$ cat src/hdl/tdt_pkg.sv
`default_nettype none

package tdt_pkg;

  localparam int unsigned REQ_W       = 2;
  localparam int unsigned SLOT_W      = 6;
  localparam int unsigned TICK_W      = 32;
  localparam int unsigned MASK_W      = 32;
  localparam int unsigned IN_TDATA_W  = 40;
  localparam int unsigned OUT_TDATA_W = 104;

  typedef enum logic [1:0] {
    REQ_TICK  = 2'd0,
    REQ_DELAY = 2'd1,
    REQ_START = 2'd2,
    REQ_NOP   = 2'd3
  } req_type_t;

  typedef enum logic [1:0] {
    ST_IDLE,
    ST_TICK_RD,
    ST_TICK_WR,
    ST_FINISH
  } state_t;

  typedef struct packed {
    logic [TICK_W-1:0] value;
    logic              zero;
  } dec_result_t;

endpackage

`default_nettype wire

$ cat src/hdl/tdt_ram.sv
`default_nettype none

module tdt_ram #(
  parameter int unsigned WIDTH = 32,
  parameter int unsigned DEPTH = 32,
  parameter int unsigned AW    = (DEPTH > 1) ? $clog2(DEPTH) : 1
) (
  input  wire logic             clk,
  input  wire logic             wr_en,
  input  wire logic [AW-1:0]    wr_addr,
  input  wire logic [WIDTH-1:0] wr_data,
  input  wire logic             rd_en,
  input  wire logic [AW-1:0]    rd_addr,
  output logic      [WIDTH-1:0] rd_data
);

  logic [WIDTH-1:0] mem [DEPTH];

  always_ff @(posedge clk) begin
    if (wr_en) begin
      mem[wr_addr] <= wr_data;
    end
    if (rd_en) begin
      rd_data <= mem[rd_addr];
    end
  end

endmodule

`default_nettype wire

$ cat src/hdl/tdt_dec.sv
`default_nettype none

module tdt_dec (
  input  wire logic [31:0]         value,
  output tdt_pkg::dec_result_t     result
);

  import tdt_pkg::*;

  logic [TICK_W-1:0] dec_value;

  // A counter already at zero stays there and still counts as expired.
  assign dec_value    = (value == '0) ? '0 : value - TICK_W'(1);
  assign result.value = dec_value;
  assign result.zero  = (dec_value == '0);

endmodule

`default_nettype wire

$ cat src/hdl/thread_delay_timeout_timers_core.sv
`default_nettype none
// Channel | Dir | Handshake                     | Payload
// s_axis  | in  | s_axis_tvalid / s_axis_tready | req_type, thread_slot, delay_ticks
// m_axis  | out | m_axis_tvalid / m_axis_tready | ready_mask, delayed_mask, tick_total,
//         |     |                               | request_error
//
// Delay, start and no-op requests go from acceptance straight to the final step, which loads the result.
// A tick walks through every slot in turn: it reads, decrements and writes back each
// delayed slot's timeout through the single timeout RAM and one shared decrementer.
// Reset clears all masks and the tick count; the timeout RAM needs no clearing.
// The input is not ready while a request is being worked on; a finished result that
// is not taken holds the block in its final step and the next request waits.

module thread_delay_timeout_timers_core #(
  parameter int unsigned THREAD_SLOTS = 32
) (
  input  wire logic                                clk,
  input  wire logic                                rst,
  input  wire logic                                s_axis_tvalid,
  output logic                                     s_axis_tready,
  // [1:0] req_type, [7:2] thread_slot, [39:8] delay_ticks
  input  wire logic [tdt_pkg::IN_TDATA_W-1:0]      s_axis_tdata,
  output logic                                     m_axis_tvalid,
  input  wire logic                                m_axis_tready,
  // [31:0] ready_mask, [63:32] delayed_mask, [95:64] tick_total,
  // [96] request_error, [103:97] zero
  output logic      [tdt_pkg::OUT_TDATA_W-1:0]     m_axis_tdata
);

  import tdt_pkg::*;

  localparam int unsigned IDX_W = (THREAD_SLOTS > 1) ? $clog2(THREAD_SLOTS) : 1;

  state_t                  state, state_next;
  logic [IDX_W-1:0]        idx, idx_next;
  logic [THREAD_SLOTS-1:0] ready_bits, ready_bits_next;
  logic [THREAD_SLOTS-1:0] delayed_bits, delayed_bits_next;
  logic [THREAD_SLOTS-1:0] registered_bits, registered_bits_next;
  logic [TICK_W-1:0]       tick_counter, tick_counter_next;
  logic                    err_flag, err_flag_next;
  logic                    out_valid, out_valid_next;
  logic [OUT_TDATA_W-1:0]  out_data;
  logic                    out_load;

  req_type_t               in_req;
  logic [SLOT_W-1:0]       in_slot;
  logic [SLOT_W-1:0]       in_slot_m1;
  logic [IDX_W-1:0]        in_idx;
  logic [TICK_W-1:0]       in_ticks;
  logic                    in_slot_ok;
  logic                    in_accept;
  logic [THREAD_SLOTS-1:0] in_onehot;
  logic [THREAD_SLOTS-1:0] walk_bit;
  logic                    walk_last;

  logic                    ram_wr_en;
  logic [IDX_W-1:0]        ram_wr_addr;
  logic [TICK_W-1:0]       ram_wr_data;
  logic                    ram_rd_en;
  logic [TICK_W-1:0]       ram_rd_data;
  dec_result_t             dec;

  assign in_req     = req_type_t'(s_axis_tdata[1:0]);
  assign in_slot    = s_axis_tdata[7:2];
  assign in_ticks   = s_axis_tdata[39:8];
  assign in_slot_m1 = in_slot - SLOT_W'(1);
  assign in_idx     = in_slot_m1[IDX_W-1:0];
  assign in_slot_ok = (in_slot != '0) && (in_slot <= SLOT_W'(THREAD_SLOTS));
  assign walk_last  = (idx == IDX_W'(THREAD_SLOTS - 1));

  assign s_axis_tready = (state == ST_IDLE);
  assign in_accept     = s_axis_tvalid && s_axis_tready;
  assign m_axis_tvalid = out_valid;
  assign m_axis_tdata  = out_data;

  always_comb begin
    in_onehot         = '0;
    in_onehot[in_idx] = 1'b1;
    walk_bit          = '0;
    walk_bit[idx]     = 1'b1;
  end

  tdt_ram #(
    .WIDTH (TICK_W),
    .DEPTH (THREAD_SLOTS),
    .AW    (IDX_W)
  ) u_timeout_ram (
    .clk     (clk),
    .wr_en   (ram_wr_en),
    .wr_addr (ram_wr_addr),
    .wr_data (ram_wr_data),
    .rd_en   (ram_rd_en),
    .rd_addr (idx),
    .rd_data (ram_rd_data)
  );

  tdt_dec u_dec (
    .value  (ram_rd_data),
    .result (dec)
  );

  always_comb begin
    state_next           = state;
    idx_next             = idx;
    ready_bits_next      = ready_bits;
    delayed_bits_next    = delayed_bits;
    registered_bits_next = registered_bits;
    tick_counter_next    = tick_counter;
    err_flag_next        = err_flag;
    ram_wr_en            = 1'b0;
    ram_wr_addr          = in_idx;
    ram_wr_data          = in_ticks;
    ram_rd_en            = 1'b0;
    out_load             = 1'b0;

    unique case (state)
      ST_IDLE: begin
        if (in_accept) begin
          err_flag_next = 1'b0;
          state_next    = ST_FINISH;
          unique case (in_req)
            REQ_TICK: begin
              idx_next   = '0;
              state_next = ST_TICK_RD;
            end
            REQ_DELAY: begin
              if (in_slot_ok && ((registered_bits & in_onehot) != '0)) begin
                ram_wr_en = 1'b1;
                if (in_ticks == '0) begin
                  ready_bits_next   = ready_bits | in_onehot;
                  delayed_bits_next = delayed_bits & ~in_onehot;
                end else begin
                  ready_bits_next   = ready_bits & ~in_onehot;
                  delayed_bits_next = delayed_bits | in_onehot;
                end
              end
            end
            REQ_START: begin
              if (!in_slot_ok || ((registered_bits & in_onehot) != '0)) begin
                err_flag_next = 1'b1;
              end else begin
                registered_bits_next = registered_bits | in_onehot;
                ready_bits_next      = ready_bits | in_onehot;
              end
            end
            REQ_NOP: begin
              state_next = ST_FINISH;
            end
          endcase
        end
      end
      ST_TICK_RD: begin
        if ((delayed_bits & walk_bit) != '0) begin
          ram_rd_en  = 1'b1;
          state_next = ST_TICK_WR;
        end else if (walk_last) begin
          tick_counter_next = tick_counter + TICK_W'(1);
          state_next        = ST_FINISH;
        end else begin
          idx_next = idx + IDX_W'(1);
        end
      end
      ST_TICK_WR: begin
        ram_wr_en   = 1'b1;
        ram_wr_addr = idx;
        ram_wr_data = dec.value;
        if (dec.zero) begin
          ready_bits_next   = ready_bits | walk_bit;
          delayed_bits_next = delayed_bits & ~walk_bit;
        end
        if (walk_last) begin
          tick_counter_next = tick_counter + TICK_W'(1);
          state_next        = ST_FINISH;
        end else begin
          idx_next   = idx + IDX_W'(1);
          state_next = ST_TICK_RD;
        end
      end
      ST_FINISH: begin
        if (!out_valid || m_axis_tready) begin
          out_load   = 1'b1;
          state_next = ST_IDLE;
        end
      end
    endcase

    if (out_load) begin
      out_valid_next = 1'b1;
    end else if (m_axis_tready) begin
      out_valid_next = 1'b0;
    end else begin
      out_valid_next = out_valid;
    end
  end

  always_ff @(posedge clk) begin
    if (rst) begin
      state           <= ST_IDLE;
      idx             <= '0;
      ready_bits      <= '0;
      delayed_bits    <= '0;
      registered_bits <= '0;
      tick_counter    <= '0;
      err_flag        <= 1'b0;
      out_valid       <= 1'b0;
    end else begin
      state           <= state_next;
      idx             <= idx_next;
      ready_bits      <= ready_bits_next;
      delayed_bits    <= delayed_bits_next;
      registered_bits <= registered_bits_next;
      tick_counter    <= tick_counter_next;
      err_flag        <= err_flag_next;
      out_valid       <= out_valid_next;
    end
  end

  always_ff @(posedge clk) begin
    if (out_load) begin
      out_data <= {7'b0, err_flag, tick_counter, MASK_W'(delayed_bits), MASK_W'(ready_bits)};
    end
  end

  a_ready_delayed_disjoint: assert property (@(posedge clk) disable iff (rst)
    (ready_bits & delayed_bits) == '0)
    else $error("A slot is both ready and delayed.");

  a_delayed_registered: assert property (@(posedge clk) disable iff (rst)
    (delayed_bits & ~registered_bits) == '0)
    else $error("A delayed slot was never started.");

  a_busy_after_request: assert property (@(posedge clk) disable iff (rst)
    (s_axis_tvalid && s_axis_tready) |=> !s_axis_tready)
    else $error("A request was taken while the previous one was in progress.");

endmodule

`default_nettype wire
$ cat config.mk
export PLATFORM = sky130hd
export DESIGN_NAME = thread_delay_timeout_timers_core
export DESIGN_NICKNAME = d
export VERILOG_FILES = /design/src/hdl/tdt_pkg.sv /design/src/hdl/tdt_ram.sv /design/src/hdl/tdt_dec.sv /design/src/hdl/thread_delay_timeout_timers_core.sv
export SDC_FILE = /design/constraint.sdc
export NUM_CORES = 2
export LEC_CHECK = 0
export ABC_AREA = 1
export BUFFER_PORTS_ARGS = -buffer_cell sky130_fd_sc_hd__buf_2
export CORE_MARGIN = 2
export CORE_UTILIZATION = 40
export DETAILED_ROUTE_END_ITERATION = 8
export GPL_ROUTABILITY_DRIVEN = 0
export GPL_TIMING_DRIVEN = 1
export HOLD_SLACK_MARGIN = 0.15
export PLACE_DENSITY = 0.65
export REMOVE_ABC_BUFFERS = 1
export SYNTH_ARGS = -nofsm -noshare
export SYNTH_HDL_FRONTEND = slang
export SYNTH_SLANG_ARGS = --single-unit
$ cat constraint.sdc
create_clock -name clk -period 11.8 [get_ports clk]
set_clock_uncertainty 0.2 [all_clocks]
set_input_delay 2.36 -clock clk [delete_from_list [all_inputs] [get_ports clk]]
set_output_delay 2.36 -clock clk [all_outputs]
set_load 0.05 [all_outputs]
==> impl_metrics.prom <==
# TYPE chip_impl_metric gauge
chip_impl_info{name="outcome",value="finished, final reports clean"} 1
chip_impl_metric{name="die_area",unit="sq um"} 137000
chip_impl_info{name="reg2reg_to",value="u_timeout_ram.mem[4][31]"} 1
chip_impl_metric{name="grt_pass1_vias",unit=""} 35743
chip_impl_metric{name="die_h",unit="um"} 371
chip_impl_info{name="regToRegStartpoint",value="state[0]"} 1
chip_impl_metric{name="post_synth_inst_count",unit=""} 4738
chip_impl_metric{name="grt_util_all_layers",unit="%"} 22.7
chip_impl_metric{name="placement.io_buffers",unit=""} 142
chip_impl_metric{name="synth.cell_area",unit="sq um"} 53700
chip_impl_metric{name="synth.avg_cell_area",unit="sq um"} 11.3
chip_impl_metric{name="worstRegToRegCells",unit=""} 9
chip_impl_metric{name="worstPathRequired",unit="ps"} 12010
chip_impl_metric{name="timing.reg2reg.setup_slack",unit="ps"} 6280
chip_impl_metric{name="final_worst_setup_slack",unit="ps"} 4590
chip_impl_metric{name="worst_slew_pin_slew",unit="ps"} 1310
chip_impl_metric{name="drt_pre_antenna_iters",unit=""} 6
chip_impl_info{name="synth_flop_cell",value="sky130_fd_sc_hd__edfxtp_1"} 1
chip_impl_info{name="yosysTopAreaCell",value="sky130_fd_sc_hd__edfxtp_1"} 1
chip_impl_info{name="grt_setup_unrepaired",value="false"} 1
chip_impl_metric{name="initial_core_util",unit="%"} 40.3
chip_impl_info{name="startpoint_type",value="primary input"} 1
chip_impl_metric{name="finalCriticalPeriod",unit="ps"} 7210
chip_impl_metric{name="floorplan.rows",unit=""} 134
chip_impl_metric{name="die-width",unit="um"} 371
chip_impl_metric{name="clock_insertion_delay_worst_skew",unit="ps"} 770
chip_impl_metric{name="ys_warn_count",unit=""} 0
chip_impl_metric{name="synth_largest_type_area_fraction",unit="%"} 64.4
chip_impl_metric{name="postCtsSetupRepairBufs",unit=""} 0
chip_impl_info{name="clock_tree.root_cell",value="sky130_fd_sc_hd__clkbuf_16"} 1
chip_impl_info{name="cts_tree",value="built"} 1
chip_impl_metric{name="cts_buffer_depth",unit=""} 3
chip_impl_metric{name="hold_ws",unit="ps"} 236
chip_impl_metric{name="area_used_by_sequential_logic_in_the_layout",unit="sq um"} 37400
chip_impl_metric{name="drive_above_1_share",unit="%"} 10.1
chip_impl_metric{name="irDropWorstVdd",unit="mV"} 0.174
chip_impl_info{name="biggest_area_contributors_in_the_synthesized_netlist",value="sky130_fd_sc_hd__edfxtp_1, sky130_fd_sc_hd__o21ai_0, sky130_fd_sc_hd__nor2_1, sky130_fd_sc_hd__dfxtp_1, sky130_fd_sc_hd__nand2_1"} 1
chip_impl_metric{name="num_ports",unit=""} 150
chip_impl_metric{name="dp_slack",unit="ps"} 4090
chip_impl_metric{name="grt_antenna_before_repair",unit=""} 7
chip_impl_metric{name="grt_max_degree",unit=""} 204
chip_impl_info{name="yosys.cell_count.top_type",value="sky130_fd_sc_hd__edfxtp_1"} 1
chip_impl_metric{name="fin_crit_sh",unit="%"} 61.1
chip_impl_metric{name="tritoncts_num_sinks",unit=""} 1290
chip_impl_info{name="yosys-top-cells-count",value="sky130_fd_sc_hd__edfxtp_1, sky130_fd_sc_hd__nor2_1, sky130_fd_sc_hd__o21ai_0"} 1
chip_impl_metric{name="routed-via-count",unit=""} 38654
chip_impl_info{name="timing.hold.worst_endpoint",value="m_axis_tdata[57]"} 1
chip_impl_metric{name="count_of_flip_flops_with_a_built_in_enable_after_synthesis",unit=""} 1153
chip_impl_metric{name="stdcell_count",unit=""} 6677
chip_impl_metric{name="globalRoute.totalOverflow",unit=""} 0
chip_impl_metric{name="ratio_of_total_power_to_cell_area",unit="nW/um^2"} 207
chip_impl_metric{name="drc_errors",unit=""} 0
chip_impl_metric{name="synth.ff_latch_count",unit=""} 1290
chip_impl_metric{name="postRouteWirelength",unit="um"} 159000
chip_impl_metric{name="arrival",unit="ps"} 7420
chip_impl_metric{name="dp_hpwl",unit="um"} 94500
chip_impl_metric{name="detail_route.vias_per_cell",unit=""} 5.79
chip_impl_metric{name="postCtsHoldBufs",unit=""} 0
chip_impl_metric{name="setup_total_negative_slack",unit="ps"} 0
chip_impl_metric{name="clk_pin_slew",unit="ps"} 50
chip_impl_metric{name="finalHoldViolCount",unit=""} 0
chip_impl_metric{name="fillers",unit=""} 12109
chip_impl_metric{name="synth_sequential_area_ratio",unit="%"} 69.5
chip_impl_metric{name="number_of_resized_instances_in_the_post_cts_repair_step",unit=""} 0
chip_impl_metric{name="syn_to_final_growth",unit="%"} 13.2
chip_impl_metric{name="cts_htree_levels",unit=""} 4
chip_impl_metric{name="power.static_leakage",unit="nW"} 20.5
chip_impl_metric{name="final_nets",unit=""} 4866
chip_impl_metric{name="fmax",unit="MHz"} 139
chip_impl_metric{name="maxSlewHeadroom",unit="%"} 12.5
chip_impl_metric{name="final-max-slew-violation-count",unit=""} 0
chip_impl_metric{name="asyncSetResetFlopFracSynth",unit="%"} 0
chip_impl_info{name="crit_path_end_kind",value="flip-flop"} 1
chip_impl_metric{name="core_area",unit="sq um"} 133000
chip_impl_metric{name="wire_length_of_the_first_global_routing_pass",unit="um"} 234000
chip_impl_metric{name="timing.max_cap.violations",unit=""} 0
chip_impl_metric{name="numCtsBuffers",unit=""} 131
chip_impl_metric{name="totalPowerFinal",unit="W"} 0.0126
chip_impl_metric{name="synth_cell_type_count",unit=""} 45
chip_impl_metric{name="critPathMaxFanout",unit=""} 21
chip_impl_metric{name="dpl.cell_count",unit=""} 6441
chip_impl_info{name="crit_type",value="in -> reg"} 1
chip_impl_metric{name="drt-wirelength-per-cell",unit="um"} 23.9
chip_impl_metric{name="initialDrtViolationCount",unit=""} 5141
chip_impl_metric{name="worst_hold_path_depth",unit=""} 0
chip_impl_metric{name="setup-violations-final",unit=""} 0
chip_impl_info{name="timing.hold.worst.class",value="reg -> reg"} 1
chip_impl_metric{name="antenna_violating_nets_post_route",unit=""} 0
chip_impl_metric{name="multi_input_area",unit="sq um"} 14800
-- how the worst max path moves through the flow --
stage                          from                        to  slack [ps]  cells past startpoint
global placement    s_axis_tdata[2]  u_timeout_ram.mem[4][31]        4360                     17
CTS                 s_axis_tdata[2]  u_timeout_ram.mem[4][31]        4900                     17
detailed placement  s_axis_tdata[2]  u_timeout_ram.mem[4][31]        4090                     17
floorplan                    idx[0]           tick_counter[5]       -9060                     16
global route        s_axis_tdata[2]  u_timeout_ram.mem[4][31]        4450                     17
finish              s_axis_tdata[2]  u_timeout_ram.mem[4][31]        4590                     17
-- layout by cell type, fill, tap and decap left out, types with 4 or more instances in the layout --
master / n
sky130_fd_sc_hd__edfxtp_1: 1153
sky130_fd_sc_hd__nor2_1: 793
sky130_fd_sc_hd__o21ai_0: 609
sky130_fd_sc_hd__nand2_1: 529
sky130_fd_sc_hd__o22ai_1: 266
sky130_fd_sc_hd__inv_1: 233
sky130_fd_sc_hd__buf_2: 142
sky130_fd_sc_hd__clkbuf_16: 137
sky130_fd_sc_hd__dfxtp_1: 135
sky130_fd_sc_hd__nand4_1: 111
sky130_fd_sc_hd__a21oi_1: 101
sky130_fd_sc_hd__nand3_1: 97
sky130_fd_sc_hd__buf_4: 80
sky130_fd_sc_hd__a221oi_1: 61
sky130_fd_sc_hd__a22o_1: 59
sky130_fd_sc_hd__nor3_1: 50
sky130_fd_sc_hd__nor2_4: 43
sky130_fd_sc_hd__o21ai_1: 39
sky130_fd_sc_hd__clkinv_1: 34
sky130_fd_sc_hd__o31ai_1: 33
sky130_fd_sc_hd__clkbuf_1: 25
sky130_fd_sc_hd__xor2_1: 20
sky130_fd_sc_hd__clkinv_2: 18
sky130_fd_sc_hd__nor4_1: 16
sky130_fd_sc_hd__ha_1: 15
sky130_fd_sc_hd__nor2_2: 13
sky130_fd_sc_hd__bufinv_16: 11
sky130_fd_sc_hd__xnor2_1: 9
sky130_fd_sc_hd__o21ai_4: 7
sky130_fd_sc_hd__conb_1: 7
sky130_fd_sc_hd__nand3_2: 5
sky130_fd_sc_hd__inv_2: 4
sky130_fd_sc_hd__nor3b_1: 4
-- sequential cells by signal (all words and copies together), names as in the netlist, 2 cells and up, named ones only --
name	cells
u_timeout_ram.mem	1024
state	2
registered_bits	32
tick_counter	32
m_axis_tdata	97
idx	5
u_timeout_ram.rd_data	32
-- report_power, final --
| group | internal [W] | total [W] | switching [W] | leakage [nW] |
|---|---|---|---|---|
| clock network | 0.00237 | 0.00414 | 0.00177 | 2.06 |
| registers | 0.00552 | 0.00563 | 0.000105 | 11.5 |
| logic | 0.000610 | 0.00284 | 0.00223 | 6.88 |
-- stage by stage --
step	area, sq um	util, %
finish	60800	45.6
global route	60800	45.6
global placement	56600	42.4
floorplan	52600	-
detailed placement	56600	42.4
CTS	60800	45.6
-- cell type report --
class / instances / area share [%]
diodes: 2 / 0.00823
flip-flops and latches: 1290 / 61.4
inverters: 241 / 1.51
multi-input cells: 2918 / 24.3
clock buffers: 162 / 5.79
clock inverters: 72 / 1.15
well taps: 1768 / 3.64
repair buffers: 224 / 2.22
-- cell families (layout without fill, tap and decap cells) --
kind of cell | count (synthesis) | in the layout | synth area share, %
buf+inv | 536 | 699 | 3.89
simple gates | 1673 | 1673 | 12.9
fa+ha+maj | 16 | 16 | 0.372
compound gates | 1193 | 1193 | 12.8
xor+xnor | 29 | 29 | 0.473
other cells | 1 | 9 | 0.00698
flops | 1290 | 1290 | 69.5
-- critical path: stages --
cell                      delay (ps)
sky130_fd_sc_hd__buf_2           130
sky130_fd_sc_hd__inv_1           110
sky130_fd_sc_hd__ha_1            280
sky130_fd_sc_hd__xnor2_1         150
sky130_fd_sc_hd__buf_4           210
sky130_fd_sc_hd__inv_1           430
sky130_fd_sc_hd__nand4_1         190
sky130_fd_sc_hd__nand2_1         110
sky130_fd_sc_hd__nor2_1           50
sky130_fd_sc_hd__nand2_1          50
sky130_fd_sc_hd__nor2_1           50
sky130_fd_sc_hd__nand2_1          60
sky130_fd_sc_hd__nand2_1          90
sky130_fd_sc_hd__o21ai_0         800
sky130_fd_sc_hd__nand3_1         900
sky130_fd_sc_hd__nor2_4          950
sky130_fd_sc_hd__buf_4           460
-- routing by layer --
layer | routed length, um | vias up | track usage, %
met3 | 16900 | 287 | 5.49
met2 | 72500 | 2060 | 35.1
li1 | - | 17312 | -
met5 | 41 | - | 0
met1 | 64500 | 18989 | 31.1
met4 | 5270 | 6 | 8.22
No activity file was read; power rests on OpenSTA's default activity.
